### src/hw/rtl/atbb_pkg.sv
// shared types and constants for the affine bounding box transform
package atbb_pkg;

    // number of transform rows and register map
    localparam int NUM_ROWS = 3;
    localparam int AXES     = 3;
    localparam int ADDR_W   = 5;
    localparam int IDX_W    = 2;

    localparam logic [IDX_W-1:0] REG_ROW_X = 2'd0;
    localparam logic [IDX_W-1:0] REG_ROW_Y = 2'd1;
    localparam logic [IDX_W-1:0] REG_ROW_Z = 2'd2;

    // reset values form the identity transform
    localparam logic [63:0] ROW_X_RESET = 64'h0000_0000_0000_0100;
    localparam logic [63:0] ROW_Y_RESET = 64'h0000_0000_0100_0000;
    localparam logic [63:0] ROW_Z_RESET = 64'h0000_0100_0000_0000;

    // input word: source box corners, signed q8.8
    typedef struct packed {
        logic signed [15:0] box_min_x;
        logic signed [15:0] box_min_y;
        logic signed [15:0] box_min_z;
        logic signed [15:0] box_max_x;
        logic signed [15:0] box_max_y;
        logic signed [15:0] box_max_z;
    } box_in_t;

    // output word: bounding box corners, signed q8.8
    typedef struct packed {
        logic signed [15:0] out_min_x;
        logic signed [15:0] out_min_y;
        logic signed [15:0] out_min_z;
        logic signed [15:0] out_max_x;
        logic signed [15:0] out_max_y;
        logic signed [15:0] out_max_z;
    } box_out_t;

    // one transform row as packed in its register
    typedef struct packed {
        logic signed [15:0] t;
        logic signed [15:0] cz;
        logic signed [15:0] cy;
        logic signed [15:0] cx;
    } coef_t;

    // per-axis extreme products of one row, q16.16, plus translation
    typedef struct packed {
        logic [AXES-1:0][31:0] min_p;
        logic [AXES-1:0][31:0] max_p;
        logic signed [15:0]    t;
    } prod_t;

endpackage

### src/hw/rtl/atbb_row_reduce.sv
// per-row sum, round half up to q8.8 and saturate
module atbb_row_reduce
    import atbb_pkg::*;
(
    input  prod_t              prod,
    output logic signed [15:0] min_q,
    output logic signed [15:0] max_q
);

    logic signed [33:0] t_ext;
    logic signed [33:0] sum_min;
    logic signed [33:0] sum_max;

    function automatic logic signed [33:0] sext(input logic [31:0] v);
        return {{2{v[31]}}, v};
    endfunction

    function automatic logic signed [15:0] round_sat(input logic signed [33:0] v);
        logic signed [33:0] biased;
        logic signed [25:0] r;
        biased = v + 34'sd128;
        r      = biased[33:8];
        if (r > 26'sd32767)
        begin
            return 16'sh7fff;
        end
        else if (r < -26'sd32768)
        begin
            return 16'sh8000;
        end
        return r[15:0];
    endfunction

    // translation widened to q16.16
    assign t_ext = {{10{prod.t[15]}}, prod.t, 8'h00};

    assign sum_min = sext(prod.min_p[0]) + sext(prod.min_p[1]) + sext(prod.min_p[2]) + t_ext;
    assign sum_max = sext(prod.max_p[0]) + sext(prod.max_p[1]) + sext(prod.max_p[2]) + t_ext;

    assign min_q = round_sat(sum_min);
    assign max_q = round_sat(sum_max);

endmodule

### config.mk
export PLATFORM = sky130hd
export DESIGN_NAME = atbb_row_reduce
export DESIGN_NICKNAME = d
export VERILOG_FILES = /design/src/hw/rtl/atbb_pkg.sv /design/src/hw/rtl/atbb_row_reduce.sv
export SDC_FILE = /design/constraint.sdc
export NUM_CORES = 1
export LEC_CHECK = 0
export BUFFER_PORTS_ARGS = -buffer_cell sky130_fd_sc_hd__buf_4
export CAP_MARGIN = 10
export CORE_ASPECT_RATIO = 1.5
export CORE_MARGIN = 3
export CORE_UTILIZATION = 58
export DETAILED_ROUTE_END_ITERATION = 10
export PLACE_DENSITY = 0.9
export SYNTH_ARGS = -nofsm -noshare
export SYNTH_HDL_FRONTEND = slang
export SYNTH_SLANG_ARGS = --single-unit
export TNS_END_PERCENT = 20
### constraint.sdc
create_clock -name vclk -period 13.1
set_clock_uncertainty 0.2 [all_clocks]
set_input_delay 1.965 -clock vclk [all_inputs]
set_output_delay 1.965 -clock vclk [all_outputs]
set_load 0.01 [all_outputs]
== After elaboration in Yosys (flattened, before gate mapping) ==
Cells that the tools add are included.

* Bits of input ports: 208
* Register bits: 0
* Logic and storage cells: 22
* Output and inout port bits: 32

* Add/sub/neg operators: 8
* Muxes and demuxes: 10
* Order comparisons: 4

{| class="wikitable"
|+ Operators with widths
! cell !! count
|-
| two-way mux 16 bit || 6
|-
| adder 33 x 32 -> 34 bit || 2
|-
| adder 34 x 24 -> 34 bit || 2
|-
| adder 34 x 9 -> 34 bit (second input constant) || 2
|-
| adder 32 x 32 -> 33 bit || 2
|-
| > comparator 26 x 16 -> 1 bit (second input constant) || 2
|-
| less-than comparator 26 x 16 -> 1 bit (second input constant) || 2
|-
| two-way mux 1 bit || 4
|}

== Longest topological paths before layout ==
* Depth in word-level cells: 8
* Gate-level depth with buffers: 18
* Gate-level depth less buffers: 16

== Worst setup path after synthesis ==
No wires, ideal clock.

* Path type: input to output
* Start: in prod[15] in the netlist's numbering
* End: out min_q[10]
* Arrival time: 6.408 ns
* Required time: 10.935 ns
* Slack: 4.527 ns
* Cell stages on the path: 18
* Buffers on the path: 2
* Cell sequence: inv_1 > fa_1 > fa_1 > inv_1 > ha_1 > buf_2 > a21oi_1 > o21ai_0 > a211oi_1 > o32ai_1 > a211oi_2 > nand2_1 > or4_1 > or4b_1 > a211oi_2 > nor2_2 > buf_6 > o21ai_1

* Longest elaborated chain between the ends: 6
* Elaborated cells on any way between the ends: 8
* Those cells by class: add/sub (2); order compare (2); mux (4)

{| class="wikitable"
|+ Ends and longest elaborated chain
! element !! line !! RTL
|-
| start, declared || atbb_row_reduce.sv:5 || <nowiki>input prod_t prod,</nowiki>
|-
| adder 34 x 24 -> 34 bit (*) || atbb_row_reduce.sv:37 || <nowiki>assign sum_min = sext(prod.min_p[0]) + sext(prod.min_p[1]) + sext(prod.min_p[2]) + t_ext;</nowiki>
|-
| adder 34 x 9 -> 34 bit (*) || atbb_row_reduce.sv:21 || <nowiki>biased = v + 34'sd128;</nowiki>
|-
| less-than comparator 26 x 16 -> 1 bit || atbb_row_reduce.sv:27 || <nowiki>else if (r < -26'sd32768)</nowiki>
|-
| two-way mux 1 bit || atbb_row_reduce.sv:27 ||
|-
| two-way mux 1 bit || atbb_row_reduce.sv:23 || <nowiki>if (r > 26'sd32767)</nowiki>
|-
| two-way mux 16 bit (*) || atbb_row_reduce.sv:31 || <nowiki>return r[15:0];</nowiki>
|-
| end, declared || atbb_row_reduce.sv:6 || <nowiki>output logic signed [15:0] min_q,</nowiki>
|}

Every way passes the cells marked *; elsewhere a longest branch is shown, timed or not.

== Worst setup path in the final report ==
* Start: in prod[15] in the netlist's numbering
* End: out min_q[1]

The elaborated chain is that of the path after synthesis.

==> load_flow_metrics.sql <==
INSERT INTO impl_metrics (metric_group, metric, value, unit) VALUES
('status', 'status', 'completed', ''),
('critical_path', 'end_kind', 'output pin', ''),
('cts', 'post_cts_buffers', '0', ''),
('timing', 'max_slew.worst_pin.slew', '1000', 'ps'),
('placed_design', 'dp_hpwl', '18.5', 'mm'),
('yosys', 'post_synth_inst_count', '939', ''),
('power_and_ir_drop', 'combinationalPowerShare', '100.0', '%'),
('global_route', 'antenna_found_initial', '0', ''),
('timing', 'setup_total_negative_slack', '0', 'ps'),
('global_route', 'global_route_wire_length_before_repair', '33.0', 'mm'),
('timing', 'layout_worst_path_cycle_share', '72.5', '%'),
('final_layout', 'commonest_non_fill_non_tap_cells_in_the_layout', 'inv_1, buf_4, fa_1', ''),
('power_and_ir_drop', 'power_consumption', '1320', 'µW'),
('power_and_ir_drop', 'power.leakage', '0.00517', 'µW'),
('route', 'number_of_nets_with_antenna_violations_after_detailed_routing', '0', ''),
('power_and_ir_drop', 'worst_ir_drop_vdd', '0.0852', 'mV'),
('critical_path', 'worst-setup-path-type', 'input pin to output pin', ''),
('route', 'routed_wl', '20.3', 'mm'),
('critical_path', 'cp_max_fo', '14', ''),
('power_and_ir_drop', 'p_switching', '739', 'µW'),
('placed_design', 'placement.io_buffers', '240', ''),
('floorplanning', 'die_h', '142', 'µm'),
('power_and_ir_drop', 'p_sw_share', '55.9', '%'),
('yosys', 'syn_area_per_cell', '7.58', 'µm²'),
('global_route', 'total_congestion_overflow', '0', ''),
('timing', 'maxSlewViolCount', '0', ''),
('route', 'routed_via_density', '5.40', ''),
('final_layout', 'area.growth.synth_to_final', '26.7', '%'),
('global_route', 'grt_start_max_net_pins', '16', ''),
('yosys', 'synth_fp_nets', '1333', ''),
('cts', 'number_of_gates_resized_after_cts', '0', ''),
('route', 'vias', '7078', ''),
('timing', 'slew_headroom', '32.7', '%'),
('final_layout', 'final_layout_size_suffix_gt1_share', '22.8', '%'),
('route', 'detail_route.wl_per_cell', '15.5', 'µm'),
('placed_design', 'placedInstanceArea', '9010', 'µm²'),
('yosys', 'synth-warning-count', '0', ''),
('critical_path', 'cp.arrival', '7330', 'ps'),
('final_layout', 'nNetsFinal', '1557', ''),
('timing', 'hold_viol', '0', ''),
('yosys', 'syn-cell-area', '7120', 'µm²'),
('timing', 'grt_setup_unrepaired', 'no', ''),
('floorplanning', 'die_area', '13700', 'µm²'),
('power_and_ir_drop', 'intPower', '583', 'µW'),
('floorplanning', 'rows', '48', ''),
('cts', 'cts-hold-fix-buffers', '0', ''),
('critical_path', 'worstSetupStartpointType', 'input pin', ''),
('timing', 'final-setup-viol-count', '0', ''),
('final_layout', 'final_area', '9020', 'µm²'),
('final_layout', 'clockBufferCount', '0', ''),
('final_layout', 'utilization', '76.6', '%'),
('floorplanning', 'starting_utilization_of_the_core_area', '60.5', '%'),
('timing', 'fin_crit', '9500', 'ps'),
('floorplanning', 'core_region_area', '11800', 'µm²'),
('flow_run', 'maxCapViolCount', '0', ''),
('power_and_ir_drop', 'power_frac_seq', '0', '%'),
('yosys', 'synth-seq-area-share', '0', '%'),
('final_layout', 'layout_commonest_cell', 'inv_1', ''),
('floorplanning', 'die_x', '96.5', 'µm'),
('final_layout', 'n_antenna_cell', '0', ''),
('final_layout', 'seqCellArea', '0', 'µm²'),
('critical_path', 'worst_path_required_time', '10930', 'ps'),
('timing', 'fmax', '105', 'MHz'),
('route', 'number_of_search_and_repair_iterations_in_the_first_detailed_routing_pass', '5', ''),
('timing', 'hold_slack', '4470', 'ps'),
('power_and_ir_drop', 'clock_share_of_power', '0', '%'),
('route', 'first_iter_violations', '240', ''),
('global_route', 'vias_in_the_first_global_route', '7449', ''),
('floorplanning', 'io-pin-count', '240', ''),
('placed_design', 'place_congestion', '0.950', ''),
('final_layout', 'flops_and_latches', '0', ''),
('route', 'detail_route.drc_violations', '0', ''),
('global_route', 'grt.total_usage', '29.9', '%'),
('yosys', 'cell_variety_after_synth', '69', ''),
('worst_hold_path', 'worst_hold_path_type', 'input pin to output pin', ''),
('power_and_ir_drop', 'cellPowerDensity', '147', 'nW/µm²');
-- worst max-delay path, cell delays in order --
cell      delay [ps]
buf_4            170
inv_1            730
fa_1             580
fa_1             530
inv_1             50
ha_1             380
a21oi_1          310
o21ai_0          220
a211oi_1         260
o32ai_1          130
a211oi_2         220
nand2_1           80
or4_1            410
or4b_1           510
a211oi_2         230
nor2_2           180
o21ai_0          230
buf_4            160
-- power groups by stage --
stage                     sequential [µW]  clock (µW)  combinational, µW
after floorplan                         0           0                881
after global placement                  0           0               1280
after detailed placement                0           0               1310
after CTS                               0           0               1320
after global routing                    0           0               1450
final                                   0           0               1320
-- metrics by stage --
stage                     setup slack (ps)  cells
after floorplan                       4530    939
after global placement                3820   1310
after detailed placement              3580   1310
after CTS                             3580   1310
after global routing                  3130   1311
final                                 3600   1311
-- kinds of logic (layout without fill, tap and decap cells) --
logic type | Yosys count | after routing | synth area share, %
multiplexers | 1 | 1 | 0.158
AND/OR/NAND/NOR | 157 | 157 | 11.2
adder cells (fa/ha/maj) | 186 | 186 | 44.5
XOR/XNOR | 48 | 48 | 5.91
AO/OA/AOI/OAI | 225 | 225 | 20.9
buffers and inverters | 322 | 544 | 17.3
-- final timing paths --
kind	depth (start not counted)	startpoint	to
setup / recovery	18	prod[15]	min_q[1]
hold / removal	5	prod[111]	max_q[15]
-- layout make-up --
type / instances / area, µm²
inverters: 303 / 1140
repair buffers: 241 / 1810
well taps: 150 / 188
fillers: 919 / 2750
multi-input cells: 617 / 5890
-- metal layers --
metal | up-vias | share of wire, % | wire, µm | global-route usage (%)
met3 | 70 | 6.6 | 1350 | 5.20
met1 | 3296 | 35 | 7130 | 32.4
li1 | 3417 | - | - | -
met4 | 0 | 5.3 | 1070 | 14.0
met2 | 295 | 53 | 10800 | 54.8
met5 | - | 0 | 0 | 0
-- Yosys cell counts (all sizes together) (13+ instances only) --
| library cell | n | area share [%] |
|---|---|---|
| inv | 303 | 16 |
| fa | 112 | 31 |
| ha | 74 | 13 |
| a21oi | 64 | 4.6 |
| o21ai | 55 | 4.0 |
| nand2 | 50 | 2.6 |
| a21o | 32 | 3.4 |
| xnor2 | 25 | 3.1 |
| nor2 | 24 | 1.3 |
| xor2 | 23 | 2.8 |
| nand3 | 16 | 1.1 |
| buf | 13 | 1.0 |
| nor3 | 13 | 0.91 |
Note: power is estimated with default switching activity, not from simulation.
