## src/hw/rtl/atbb_pkg.sv

```systemverilog
// shared types and constants for the affine bounding box transform
package atbb_pkg;

    // number of transform rows and register map
    localparam int NUM_ROWS = 3;
    localparam int AXES     = 3;
    localparam int ADDR_W   = 5;
    localparam int IDX_W    = 2;

    localparam logic [IDX_W-1:0] REG_ROW_X = 2'd0;
    localparam logic [IDX_W-1:0] REG_ROW_Y = 2'd1;
    localparam logic [IDX_W-1:0] REG_ROW_Z = 2'd2;

    // reset values form the identity transform
    localparam logic [63:0] ROW_X_RESET = 64'h0000_0000_0000_0100;
    localparam logic [63:0] ROW_Y_RESET = 64'h0000_0000_0100_0000;
    localparam logic [63:0] ROW_Z_RESET = 64'h0000_0100_0000_0000;

    // input word: source box corners, signed q8.8
    typedef struct packed {
        logic signed [15:0] box_min_x;
        logic signed [15:0] box_min_y;
        logic signed [15:0] box_min_z;
        logic signed [15:0] box_max_x;
        logic signed [15:0] box_max_y;
        logic signed [15:0] box_max_z;
    } box_in_t;

    // output word: bounding box corners, signed q8.8
    typedef struct packed {
        logic signed [15:0] out_min_x;
        logic signed [15:0] out_min_y;
        logic signed [15:0] out_min_z;
        logic signed [15:0] out_max_x;
        logic signed [15:0] out_max_y;
        logic signed [15:0] out_max_z;
    } box_out_t;

    // one transform row as packed in its register
    typedef struct packed {
        logic signed [15:0] t;
        logic signed [15:0] cz;
        logic signed [15:0] cy;
        logic signed [15:0] cx;
    } coef_t;

    // per-axis extreme products of one row, q16.16, plus translation
    typedef struct packed {
        logic [AXES-1:0][31:0] min_p;
        logic [AXES-1:0][31:0] max_p;
        logic signed [15:0]    t;
    } prod_t;

endpackage

```

## src/hw/rtl/atbb_row_mult.sv

```systemverilog
// per-row product stage: picks the extreme corner per axis and multiplies
module atbb_row_mult
    import atbb_pkg::*;
(
    input  logic    clk,
    input  logic    en,
    input  box_in_t box,
    input  coef_t   coef,
    output prod_t   prod
);

    logic signed [15:0] lo [AXES];
    logic signed [15:0] hi [AXES];
    logic signed [15:0] c  [AXES];
    logic signed [15:0] min_op [AXES];
    logic signed [15:0] max_op [AXES];
    prod_t              prod_next;
    prod_t              prod_reg;

    assign lo[0] = box.box_min_x;
    assign lo[1] = box.box_min_y;
    assign lo[2] = box.box_min_z;
    assign hi[0] = box.box_max_x;
    assign hi[1] = box.box_max_y;
    assign hi[2] = box.box_max_z;
    assign c[0]  = coef.cx;
    assign c[1]  = coef.cy;
    assign c[2]  = coef.cz;

    // a negative coefficient or an inverted axis swaps which end is smaller
    always_comb
    begin
        prod_next.t = coef.t;
        for (int a = 0; a < AXES; a++)
        begin
            if (c[a][15] ^ (lo[a] > hi[a]))
            begin
                min_op[a] = hi[a];
                max_op[a] = lo[a];
            end
            else
            begin
                min_op[a] = lo[a];
                max_op[a] = hi[a];
            end
            prod_next.min_p[a] = c[a] * min_op[a];
            prod_next.max_p[a] = c[a] * max_op[a];
        end
    end

    // product register
    always_ff @(posedge clk)
    begin
        if (en)
        begin
            prod_reg <= prod_next;
        end
    end

    assign prod = prod_reg;

endmodule

```

## config.mk

```make
export PLATFORM = sky130hd
export DESIGN_NAME = atbb_row_mult
export DESIGN_NICKNAME = d
export VERILOG_FILES = /design/src/hw/rtl/atbb_pkg.sv /design/src/hw/rtl/atbb_row_mult.sv
export SDC_FILE = /design/constraint.sdc
export NUM_CORES = 2
export LEC_CHECK = 0
export ABC_AREA = 1
export BUFFER_PORTS_ARGS = -buffer_cell sky130_fd_sc_hd__buf_4
export CORE_ASPECT_RATIO = 0.9
export CORE_UTILIZATION = 50
export CTS_CLUSTER_SIZE = 24
export DETAILED_ROUTE_END_ITERATION = 10
export GPL_TIMING_DRIVEN = 0
export PLACE_DENSITY_LB_ADDON = 0.3
export SYNTH_ARGS = -nofsm -noshare
export SYNTH_HDL_FRONTEND = slang
export SYNTH_SLANG_ARGS = --single-unit
export TNS_END_PERCENT = 30
```

## constraint.sdc

```tcl
create_clock -name clk -period 12 [get_ports clk]
set_input_delay 0.6 -clock clk [delete_from_list [all_inputs] [get_ports clk]]
set_output_delay 0.6 -clock clk [all_outputs]
set_load 0.01 [all_outputs]
```

Word level (Yosys, flattened, before mapping)

Cells that the tools add are included.

Output and inout bits: 208
Logic and storage cells: 25
Bits in registers: 208

Mux-type cells: 6
Order comparisons: 3
$mul: 6
Bitwise logic cells: 3

Operators by type and width:

| kind           | count |
|---|---|
| $mul 16x16->32 | 6 |
| $mux 16        | 6 |
| $gt 16x16->1   | 3 |
| $xor 1x1->1    | 3 |

Longest topological paths before layout

Word-level depth: 4
Gate-level depth with buffers: 45
Gate-level depth less buffers: 43

Worst setup path after synthesis

Ideal clock, no wire load.

Path kind: input -> register
Start: in box[5] in the netlist's numbering
End: reg prod_reg, in the netlist prod[206] (data pin)
Slack: 4,839 ps
Arrival: 6,909 ps
Stages on the path: 33
Cell sequence: inv_1 -> ha_1 -> a21oi_1 -> nor2_1 -> nor2_1 -> nand2_1 -> nand2_1 -> nand3_1 -> nand3_1 -> nand2_1 -> nand2_2 -> buf_4 -> nand2_2 -> nand3_1 -> inv_1 -> fa_1 -> fa_1 -> inv_1 -> fa_1 -> inv_1 -> fa_1 -> inv_1 -> fa_1 -> inv_1 -> fa_1 -> ha_1 -> inv_1 -> nor3_1 -> nor3b_1 -> a221oi_1 -> nand2_1 -> nand2_1 -> nand2_1

RTL lines:

| item                   | RTL line            | text |
|---|---|---|
| start: declaration     | atbb_row_mult.sv:7  | `input box_in_t box,` |
| end signal: assignment | atbb_row_mult.sv:56 | `prod_reg <= prod_next;` |
| end: declaration       | atbb_row_mult.sv:18 | `prod_t prod_reg;` |

==> Implementation_results.wiki <==
{| class="wikitable"
! Metric !! Value
|-
| Status || complete, no violations
|-
| Worst Hold Path Cells || 1
|-
| Core footprint || 0.136 sq mm
|-
| Post-Syn Area per Cell || 8.79 sq um
|-
| Critical setup path kind || input port to register
|-
| Antenna violations before repair || 10
|-
| Via count of the first global-routing pass || 58600
|-
| Total standard cell area after synthesis || 0.0690 sq mm
|-
| Setup TNS || 0 ns
|-
| Share of the yosys chip area belonging to registers || 9.06%
|-
| Hold Buf Count CTS || 0
|-
| Number of nets with antenna violations after routing || 0
|-
| Total detailed-routing wirelength || 229 mm
|-
| Effective utilization at floorplan || 50.7%
|-
| Critical hold path startpoint || coef[50]
|-
| CTS H-tree lvls || 1
|-
| Synthesized netlist net count || 10100
|-
| Synthesized instance count || 7848
|-
| Final-stage net count || 10500
|-
| Die boundary height || 354 um
|-
| Final cycle utilization of the critical path || 75.4%
|-
| Ant diodes || 0
|-
| Slowest library cell on the worst path || sky130_fd_sc_hd__nor4_1
|-
| Worst Tran Pin Value || 1.29 ns
|-
| Number of ports placed on the die boundary || 370
|-
| TritonCTS clock tree || done
|-
| CTS resizes || 0
|-
| Floorplan die width || 393 um
|-
| TritonCTS buffer count || 28
|-
| Clock edge transition at the registers on the reported setup and hold paths || ~0.080 ns
|-
| Most prevalent standard cell on the critical path || sky130_fd_sc_hd__fa_1
|-
| Number of storage elements in the synthesis netlist || 208
|-
| Time the worst path needs with I/O delays and setup || 9.05 ns
|-
| DIE AREA || 0.139 sq mm
|-
| Library cell used as clock root buffer || sky130_fd_sc_hd__clkbuf_16
|-
| Final worst-path setup slack || a little under 3 ns
|-
| Primary flip-flop cell chosen by synthesis mapping || sky130_fd_sc_hd__edfxtp_1
|-
| Fraction of layout cells with a size suffix above 1 || 7.79%
|-
| Arrival time at the worst endpoint || 9.43 ns
|-
| Count of input and output buffers || 355
|-
| Initial drt markers || 5090
|-
| First drt pass iteration count || 6
|-
| Wire length of the first global-routing pass || between 300 and 400 mm
|-
| Final number of hold-violating endpoints || 0
|-
| Destination of the worst hold path || prod[2]
|-
| Vias per inst || about 5.5
|-
| Pin count of the biggest net entering global routing || 104
|-
| Synth unique cells || 42
|-
| Unrepaired setup endpoints after global routing || false
|-
| GPL Wtd Cong || 1.03
|-
| Layout fillers || 12700
|-
| Share of the synthesized area in the top cell type || between 40% and 50%
|-
| Total GRT Usage || about a third
|-
| DRC errors left || 0
|-
| Number of synthesis warnings || 0
|-
| Clock Path Buffers || 3
|-
| Number of max-cap violations || 0
|-
| Worst slew margin relative to its limit || 13.9%
|-
| Post-CTS Repair Setup Buffers || 0
|-
| Via Count || approximately 56000
|-
| Row Count || 128
|-
| Post-DP HPWL || between 150 and 200 mm
|-
| Startpoint kind of the worst setup timing path || input port
|-
| Post-detailed-route wirelength per cell || 22.7 um
|-
| Worst setup EP type || register
|-
| GR Overflow Total || 0
|-
| Number of pins with negative max-slew slack in the final report || 0
|-
| Kind of path behind the tightest hold check || input port to register
|-
| Largest stage delay, worst path || between 0.7 and 0.8 ns
|-
| Cell accounting for the most synthesized area || sky130_fd_sc_hd__fa_1
|-
| EDFF count, synth || 208
|-
| Number of clock sinks || 208
|-
| Max reg flops || roughly 210
|-
| Setup Slack @ Placement || 2.66 ns
|-
| Area Overhead vs Synth || 8.73%
|-
| Worst Path Max Fanout || 10
|-
| Share of async-settable or async-resettable flops after synthesis || 0%
|-
| Fmax || 111 MHz
|-
| Final-report setup violation count || 0
|-
| Top post-synthesis cells by area || sky130_fd_sc_hd__fa_1 (46%), sky130_fd_sc_hd__inv_1 (11%), sky130_fd_sc_hd__ha_1 (9.8%)
|-
| Critical Path RT || 12.38 ns
|}
## area by class of cell
| cell class | count | area, sq um | share of cell area (%) |
|---|---|---|---|
| flip-flops and latches | 208 | 6250 | 8.33 |
| clock buffers | 29 | 704 | 0.940 |
| well taps | 1820 | 2280 | 3.04 |
| multi-input cells | 5358 | 53800 | 71.8 |
| inverters | 2026 | 7600 | 10.1 |
| plain buffers | 256 | 1300 | 1.74 |
| repair buffers | 357 | 2730 | 3.64 |
| clock inverters | 22 | 309 | 0.412 |
## cell usage after synthesis, drive strengths merged (102+ instances only)
library cell,count
fa,1572
nor2,987
xor2,125
inv,2012
a21oi,179
edfxtp,208
nand2,743
nand3,816
o21ai,102
ha,540
buf,127
clkbuf,129
## per-stage QoR
step / area, sq um / utilization, % / std cells / hold slack, ns
finish: 75000 / 55.1 / 10100 / 0.128
CTS: 75000 / 55.1 / 10100 / 0.0798
detailed placement: 74000 / 54.3 / 10000 / 0.780
global placement: 73900 / 54.3 / 10000 / 0.778
global route: 75000 / 55.1 / 10100 / 0.0903
floorplan: 69000 / - / 7848 / 0.699
## layout by cell type, fill, tap and decap left out, types with 13 or more instances in the layout
| cell | synthesis | final |
|---|---|---|
| sky130_fd_sc_hd__a21o_1 | 32 | 32 |
| sky130_fd_sc_hd__inv_1 | 2010 | 2010 |
| sky130_fd_sc_hd__fa_1 | 1572 | 1572 |
| sky130_fd_sc_hd__nand3_1 | 816 | 816 |
| sky130_fd_sc_hd__clkbuf_1 | 129 | 130 |
| sky130_fd_sc_hd__o21ai_0 | 100 | 100 |
| sky130_fd_sc_hd__nand2_1 | 646 | 646 |
| sky130_fd_sc_hd__xnor2_1 | 84 | 84 |
| sky130_fd_sc_hd__xor2_1 | 125 | 125 |
| sky130_fd_sc_hd__buf_6 | 18 | 18 |
| sky130_fd_sc_hd__clkinv_1 | 14 | 17 |
| sky130_fd_sc_hd__nand2_2 | 86 | 86 |
| sky130_fd_sc_hd__a21oi_1 | 179 | 179 |
| sky130_fd_sc_hd__a211oi_1 | 14 | 14 |
| sky130_fd_sc_hd__o21bai_1 | 28 | 28 |
| sky130_fd_sc_hd__ha_1 | 540 | 540 |
| sky130_fd_sc_hd__a21boi_0 | 13 | 13 |
| sky130_fd_sc_hd__buf_2 | 84 | 84 |
| sky130_fd_sc_hd__clkbuf_16 | 0 | 28 |
| sky130_fd_sc_hd__edfxtp_1 | 208 | 208 |
| sky130_fd_sc_hd__buf_4 | 23 | 377 |
| sky130_fd_sc_hd__nor2_1 | 987 | 987 |
| sky130_fd_sc_hd__nand4_1 | 42 | 42 |
| sky130_fd_sc_hd__nor3_1 | 27 | 27 |
## kinds of logic after synthesis
| logic type | share of synthesized area, % |
|---|---|
| AO/OA/AOI/OAI | 3.35 |
| XOR/XNOR | 2.65 |
| adder cells (fa/ha/maj) | 55.4 |
| buffers and inverters | 12.9 |
| flip-flops | 9.06 |
| AND/OR/NAND/NOR | 16.6 |
## metal layers
metal	share of wire [%]	track usage [%]	wire length, um
met1	41	46.6	94300
met2	45	51.4	102000
met3	10	7.89	22800
met4	4.2	11.8	9510
met5	0.075	0.472	172
## how the worst max path moves through the flow
stage	from	to	slack [ns]	cells after the start
3_3_place_gp	box[12]	prod[201]	2.70	33
5_1_grt	box[12]	prod[107]	2.73	30
3_5_place_dp	box[12]	prod[107]	2.66	30
2_1_floorplan	box[5]	prod[206]	4.84	33
6_report	box[12]	prod[107]	2.95	30
4_1_cts	box[12]	prod[107]	3.24	30
## critical path, delay by kind of cell
kind                     cells  cell delay, ns
AND/OR/NAND/NOR             13            2.91
adder cells (fa/ha/maj)      8            4.04
buffers and inverters        6            0.98
AO/OA/AOI/OAI                2            0.74
XOR/XNOR                     1            0.16
Power is left out: the tool's default activity adds up to more than one toggle a clock period on the data nets, which glitch-free logic cannot reach.
