### src/hw/rtl/atbb_pkg.sv
// shared types and constants for the affine bounding box transform
package atbb_pkg;

    // number of transform rows and register map
    localparam int NUM_ROWS = 3;
    localparam int AXES     = 3;
    localparam int ADDR_W   = 5;
    localparam int IDX_W    = 2;

    localparam logic [IDX_W-1:0] REG_ROW_X = 2'd0;
    localparam logic [IDX_W-1:0] REG_ROW_Y = 2'd1;
    localparam logic [IDX_W-1:0] REG_ROW_Z = 2'd2;

    // reset values form the identity transform
    localparam logic [63:0] ROW_X_RESET = 64'h0000_0000_0000_0100;
    localparam logic [63:0] ROW_Y_RESET = 64'h0000_0000_0100_0000;
    localparam logic [63:0] ROW_Z_RESET = 64'h0000_0100_0000_0000;

    // input word: source box corners, signed q8.8
    typedef struct packed {
        logic signed [15:0] box_min_x;
        logic signed [15:0] box_min_y;
        logic signed [15:0] box_min_z;
        logic signed [15:0] box_max_x;
        logic signed [15:0] box_max_y;
        logic signed [15:0] box_max_z;
    } box_in_t;

    // output word: bounding box corners, signed q8.8
    typedef struct packed {
        logic signed [15:0] out_min_x;
        logic signed [15:0] out_min_y;
        logic signed [15:0] out_min_z;
        logic signed [15:0] out_max_x;
        logic signed [15:0] out_max_y;
        logic signed [15:0] out_max_z;
    } box_out_t;

    // one transform row as packed in its register
    typedef struct packed {
        logic signed [15:0] t;
        logic signed [15:0] cz;
        logic signed [15:0] cy;
        logic signed [15:0] cx;
    } coef_t;

    // per-axis extreme products of one row, q16.16, plus translation
    typedef struct packed {
        logic [AXES-1:0][31:0] min_p;
        logic [AXES-1:0][31:0] max_p;
        logic signed [15:0]    t;
    } prod_t;

endpackage

### src/hw/rtl/atbb_apb_regs.sv
// apb register file holding the three transform rows
module atbb_apb_regs
    import atbb_pkg::*;
(
    input  logic                  clk,
    input  logic                  rst_n,
    input  logic                  psel,
    input  logic                  penable,
    input  logic                  pwrite,
    input  logic [ADDR_W-1:0]     paddr,
    input  logic [63:0]           pwdata,
    output logic [63:0]           prdata,
    output logic                  pready,
    output coef_t                 rows [NUM_ROWS]
);

    logic [63:0]      rows_reg [NUM_ROWS];
    logic [IDX_W-1:0] idx;
    logic             wr_en;

    assign idx    = paddr[ADDR_W-1:3];
    assign wr_en  = psel && penable && pwrite;
    assign pready = 1'b1;

    // register writes, out-of-range index ignored
    always_ff @(posedge clk or negedge rst_n)
    begin
        if (!rst_n)
        begin
            rows_reg[REG_ROW_X] <= ROW_X_RESET;
            rows_reg[REG_ROW_Y] <= ROW_Y_RESET;
            rows_reg[REG_ROW_Z] <= ROW_Z_RESET;
        end
        else if (wr_en)
        begin
            unique case (idx)
                REG_ROW_X: rows_reg[REG_ROW_X] <= pwdata;
                REG_ROW_Y: rows_reg[REG_ROW_Y] <= pwdata;
                REG_ROW_Z: rows_reg[REG_ROW_Z] <= pwdata;
                default:   ;
            endcase
        end
    end

    // read mux
    always_comb
    begin
        unique case (idx)
            REG_ROW_X: prdata = rows_reg[REG_ROW_X];
            REG_ROW_Y: prdata = rows_reg[REG_ROW_Y];
            REG_ROW_Z: prdata = rows_reg[REG_ROW_Z];
            default:   prdata = '0;
        endcase
    end

    // present rows as coefficient structs
    always_comb
    begin
        for (int r = 0; r < NUM_ROWS; r++)
        begin
            rows[r] = coef_t'(rows_reg[r]);
        end
    end

endmodule

### config.mk
export PLATFORM = sky130hd
export DESIGN_NAME = atbb_apb_regs
export DESIGN_NICKNAME = d
export VERILOG_FILES = /design/src/hw/rtl/atbb_pkg.sv /design/src/hw/rtl/atbb_apb_regs.sv
export SDC_FILE = /design/constraint.sdc
export NUM_CORES = 1
export LEC_CHECK = 0
export BUFFER_PORTS_ARGS = -buffer_cell sky130_fd_sc_hd__buf_2
export CAP_MARGIN = 20
export CORE_MARGIN = 2
export CORE_UTILIZATION = 45
export DETAILED_ROUTE_END_ITERATION = 7
export GPL_TIMING_DRIVEN = 0
export PLACE_DENSITY = 0.78
export SLEW_MARGIN = 20
export SYNTH_ARGS = -nofsm -noshare
export SYNTH_HDL_FRONTEND = slang
export SYNTH_SLANG_ARGS = --single-unit
### constraint.sdc
create_clock -name clk -period 1.1 [get_ports clk]
set_clock_uncertainty 0.15 [all_clocks]
set_input_delay 0.11 -clock clk [delete_from_list [all_inputs] [get_ports clk]]
set_output_delay 0.11 -clock clk [all_outputs]
set_load 0.05 [all_outputs]
==> flow_results.org, run 1 <==
** Run status
- Fail Step :: 4_1_cts
- Status :: aborted with a tool error
- The first error in the log reads "[ERROR DPL-0033] detailed placement checks failed during check placement".

** Die
- Die Ht :: 143 um
- Number of standard-cell rows in the floorplan :: 50
- Starting density of the core :: 0.460
- Die X-Extent :: 143 um
- Number of ports placed on the die boundary :: 331

** Placed design
- Routability congestion estimate :: 0.830
- In this run the tool buffered the top-level ports with 326 buffer cells.
- Including well taps, the total number of placed cells is 1185.
- DP HPWL :: 18.4 mm

** Yosys
- In this run the mean area of a mapped cell was 13.8 um2.
- Sequential element share of the synthesized area :: 0.557
- Summing every instance area after synthesis gives 0.00864 mm2.
- Of all cell types, the one taking the most synthesized area is dfrtp_1.
- Number of enable-type register cells in the synthesized netlist :: 0
- Yosys cell types :: 19
- After synthesis, the cell types taking the most area are dfrtp_1 (55%), mux2_2 (16%), mux2_4 (8.7%), mux2i_1 (7.4%), o21ai_0 (3.7%).
- Net Count, Synth :: 698
- Fraction of post-synthesis cell area in the top cell type by area :: 0.548
- Synth Flop Type :: dfrtp_1
- Cells after Synth :: 624
- dfrtp_1 is the most common cell in the netlist.
- The Yosys step of the flow raised 0 warnings.
- Most used standard cells in the synthesized netlist :: dfrtp_1 (189), mux2_2 (126), mux2i_1 (64), nand2_1 (64), o21ai_0 (64)
- The synthesized design contains 192 register bits.
- In the synthesized netlist the async set-or-reset flop fraction comes to 1.00.

** Clocking
- The number of clock buffers added by TritonCTS is 17.
- In this run the number of H-tree levels came out at 4.
- Total clock sinks :: 192
- Hold buffer count at cts :: 64
- CTS placed an instance of clkbuf_16 at the clock tree root.
- Post-CTS timing repair inserted 135 buffers for setup.
- Number of cells upsized or downsized after cts :: 821
- Maximum count of clock buffers along a single path :: 2
-- cells by family after synthesis --
kind of cell	count (synthesis)	share of synthesized area
muxes	256	0.346
DFF	192	0.557
and+or+nand+nor	69	0.0322
AOI/OAI and AO/OA	64	0.0371
buffers and inverters	42	0.0275
other	1	0.000434
-- stage by stage --
stage | area, um2 | TNS (ns) | setup slack, ns
2_1_floorplan | 10400 | -63.41 | -0.354
3_3_place_gp | 12400 | -828.84 | -3.66
3_5_place_dp | 12400 | -178.77 | -0.878
==> inputs of run 2 (changes only) <==
--- a/config.mk
+++ b/config.mk
@@ -8,10 +8,10 @@
 export BUFFER_PORTS_ARGS = -buffer_cell sky130_fd_sc_hd__buf_2
 export CAP_MARGIN = 20
 export CORE_MARGIN = 2
-export CORE_UTILIZATION = 45
+export CORE_UTILIZATION = 40
 export DETAILED_ROUTE_END_ITERATION = 7
 export GPL_TIMING_DRIVEN = 0
-export PLACE_DENSITY = 0.78
+export PLACE_DENSITY_LB_ADDON = 0.15
 export SLEW_MARGIN = 20
 export SYNTH_ARGS = -nofsm -noshare
 export SYNTH_HDL_FRONTEND = slang
==> constraint.sdc (replaced) <==
create_clock -name clk -period 1.45 [get_ports clk]
set_clock_uncertainty 0.15 [all_clocks]
set_input_delay 0.145 -clock clk [delete_from_list [all_inputs] [get_ports clk]]
set_output_delay 0.145 -clock clk [all_outputs]
set_load 0.05 [all_outputs]
==> flow_results.org, run 2 <==
** Worst setup path
- The slowest stage of the critical path is the dfstp_2 cell.
- The worst setup path is launched from a flop.
- Path depth of the worst reg2reg path :: 3
- Delay of the slowest cell on the worst path :: 0.55 ns
- Counting both buffers and inverters, the worst setup path holds a total of 1.
- The worst setup path is captured at a primary output.
- Reg-to-Reg Start :: rows[182]
- STA puts the critical path data arrival time at 1.42 ns.
- Worst-path maximum fanout :: 2
- Worst path top cell family by delay :: flip-flops
- Traced cell by cell, the critical path runs through mux2i_2 -> o21ai_4 -> buf_8.
- Capturing point of the worst reg2reg path :: rows[182]
- STA puts the critical path data required time at 1.15 ns.
- Setup Crit Path Kind :: reg -> out
- Reg-to-reg slack, setup :: 0.25 ns

** Cells and area
- Most common library cell in the layout ignoring fill and taps :: buf_6
- In the layout the commonest cells are buf_6 (162), buf_2 (142), mux2_2 (126).
- Post-layout utilization of the core :: 0.775
- Once layout is done, the placed cells without fillers occupy 0.0164 mm2.
- Final Non-Filler Cells :: 1460
- Share of post-route cells with drive strength above 1 :: 0.778
- Post-synthesis to final-layout area growth :: 89.3%
- Number of flip-flops in the largest register :: 192
- Number of nets at the end of the flow :: 1245

** STA
- Measured slew at the worst slew-check pin :: 0.651 ns
- Slew Viols, Final :: 0
- Shortest period the worst path allows :: 1.71 ns
- Aggregate negative setup slack :: -8.41 ns
- Max-Slew Margin vs Limit :: 0.566
- RSZ-0062 raised after global routing :: yes
- Worst setup slack after layout :: -0.261 ns
- Dividing the final minimum period by the clock period gives 1.18.
- Hold violation count in the final report :: 0
- For this run, the top clock speed supported by timing is 584 MHz.
- Total setup violations reported at the end of the flow :: 71
- Worst Hold Slack :: 0.112 ns

** Clocking
- TritonCTS built the clock tree.
- The tree is rooted in a clkbuf_16.
- TritonCTS Buffers :: 17 (unchanged)
- The later pin in the worst-skew pair is clocked with a latency of 0.43 ns.
- The buffer levels on the longest clock path is 2 (unchanged).
- The number of H-tree branching levels is 4 (unchanged).
- Total clock sinks :: 192 (unchanged)
- After clock tree synthesis, the clock-pin slew on the worst setup and hold paths is 0.07 ns.

** Worst hold path
- Hold Path Class :: in -> async

** Global route
- The total overflow left after global routing is 0.
- The number of global-route vias before repair came to 7895.
- Entering global routing, the biggest net connects 88 pins.
- Antenna violations before repair :: 0
- The first global-routing pass estimated 43.2 mm of wire.
- For this run, the total global-route usage over all layers was measured as 0.247.

** Yosys
- Most repeated cell in the gate-level netlist after synthesis :: dfrtp_1
- Netlist area before placement :: 0.00864 mm2 (unchanged)
- The count of flip-flops with a built-in enable after synthesis is 0 (unchanged).
- Sequential element share of the synthesized area :: 0.557 (unchanged)
- Yosys cell types :: 19 (unchanged)
- Synth Flop Type :: dfrtp_1
- Asr flop ratio synth :: 1.00 (unchanged)
- Synth Area per Inst :: 13.8 um2 (unchanged)
- Net Count, Synth :: 698 (unchanged)
- After synthesis, the most frequently instantiated cells are dfrtp_1 (189), mux2_2 (126), mux2i_1 (64), nand2_1 (64), o21ai_0 (64).
- The gate count after technology mapping is 624 (unchanged).
- The number of warnings reported in the yosys synthesis log came to 0 (unchanged).
- Cell type contributing the most total cell area after synthesis :: dfrtp_1
- The area fraction of the dominant cell type after synthesis came to 0.548 (unchanged).
- Top post-synthesis cells by area :: dfrtp_1 (55%), mux2_2 (16%), mux2_4 (8.7%), mux2i_1 (7.4%), o21ai_0 (3.7%)
- Post-synthesis sequential element count :: 192 (unchanged)

** Pwr
- Largest vdd supply drop :: 0.00101 V
- Summing internal, switching and leakage power gives 28.0 mW.
- P_leak :: 7.56 nW
- PwrDens :: 1710 mW/mm2

** Routing
- After the first detailed-routing iteration, the DRC count stood at 192.
- Vias after detailed routing :: 7496
- Per-cell routed wire length :: 22.0 um
- Dividing the detail-routed via count by the number of cells gives 5.13.
- Remaining antenna violation count :: 0
- For this run, design rule violations remaining after detail routing come to 0.
- After detailed routing, the total wire length is 32.1 mm.
- Router iterations before antenna repair :: 4

** Die
- Number of standard-cell rows in the floorplan :: 53 (+6.0%)
- The width of the die came to 151 um (+5.9%).
- Placeable Area :: 0.0211 mm2
- DIE AREA :: 0.0228 mm2
- The boundary pin count was 331 (unchanged).
- Starting density of the core :: 0.410 (-0.0506)
- Die Ht :: 151 um (+5.9%)

** Placed design
- # port buffers :: 326 (unchanged)
- DP HPWL :: 17.7 mm (-3.4%)
- Setup WS pre-CTS :: -0.898 ns (-0.0197 ns)
- The cell area reported after detailed placement is 0.0114 mm2 (-8.5%).
- The number of instances in the placed design is 1227 (+3.5%).
- Routability congestion estimate :: 0.785 (-5.4%)

** Run status
- Status :: complete, but fails checks
- Violations in the final reports :: negative setup slack

** Flow run
- Across the run, the number of max-cap violations was 0.
[run 2: how the worst max path moves through the flow]
stage | start | end | slack (ns) | cells after the start
floorplan | rows[78] | prdata[14] | -0.1 | 2
global placement | rst_n | rows[133] | -3.56 | 1
detailed placement | paddr[4] | prdata[22] | -0.90 | 8
CTS | rows[88] | prdata[24] | -0.24 | 3
global route | rows[136] | prdata[8] | -0.30 | 3
finish | rows[136] | prdata[8] | -0.26 | 3
[run 2: final cells by class]
type                    count  area [um2]
clock buffers              17         425
flip-flops and latches    192        4900
plain buffers              42         512
repair buffers            528        5290
clock inverters            15         154
fillers                  1198        4730
multi-input cells         390        4730
well taps                 275         344
diodes                      1        2.50
[run 2: where the power goes]
group | internal, mW | leakage [nW] | total, mW | switching [mW]
clock network | 2.43 | 0.277 | 4.69 | 2.26
registers | 6.71 | 2.27 | 8.02 | 1.31
logic | 6.43 | 5.02 | 15.3 | 8.89
[run 2: timing repair]
action / CTS / global route
buffers inserted: 112 / 20
gates resized for setup: 447 / 290
setup endpoints to repair: 127 / 227
gates cloned: 2 / 6
pin swaps: 21 / 28
hold buffers: 65 / 2
endpoints found under the hold margin: 382 / 8
[run 2: worst register-to-register path: stages, from the launching register on]
cell	delay, ns
dfrtp_2	0.43
buf_6	0.13
buf_4	0.13
mux2_2	0.26
[run 2: logic make-up (layout without fill, tap and decap cells)]
| kind of cell | after synthesis | in the layout | synth area share |
|---|---|---|---|
| flip-flops | 192 | 192 | 0.557 |
| AND/OR/NAND/NOR | 69 | 69 | 0.0322 |
| other | 1 | 2 | 0.000434 |
| multiplexers | 256 | 256 | 0.346 |
| AO/OA/AOI/OAI | 64 | 64 | 0.0371 |
| buffers and inverters | 42 | 602 | 0.0275 |
[run 2: per-layer routing]
layer  track usage  wire length (um)
met3        0.0633              2080
met2         0.431             16500
met5             0                 0
met4        0.0780              1030
met1         0.302             12400
Power figures use the tool's default switching activity.
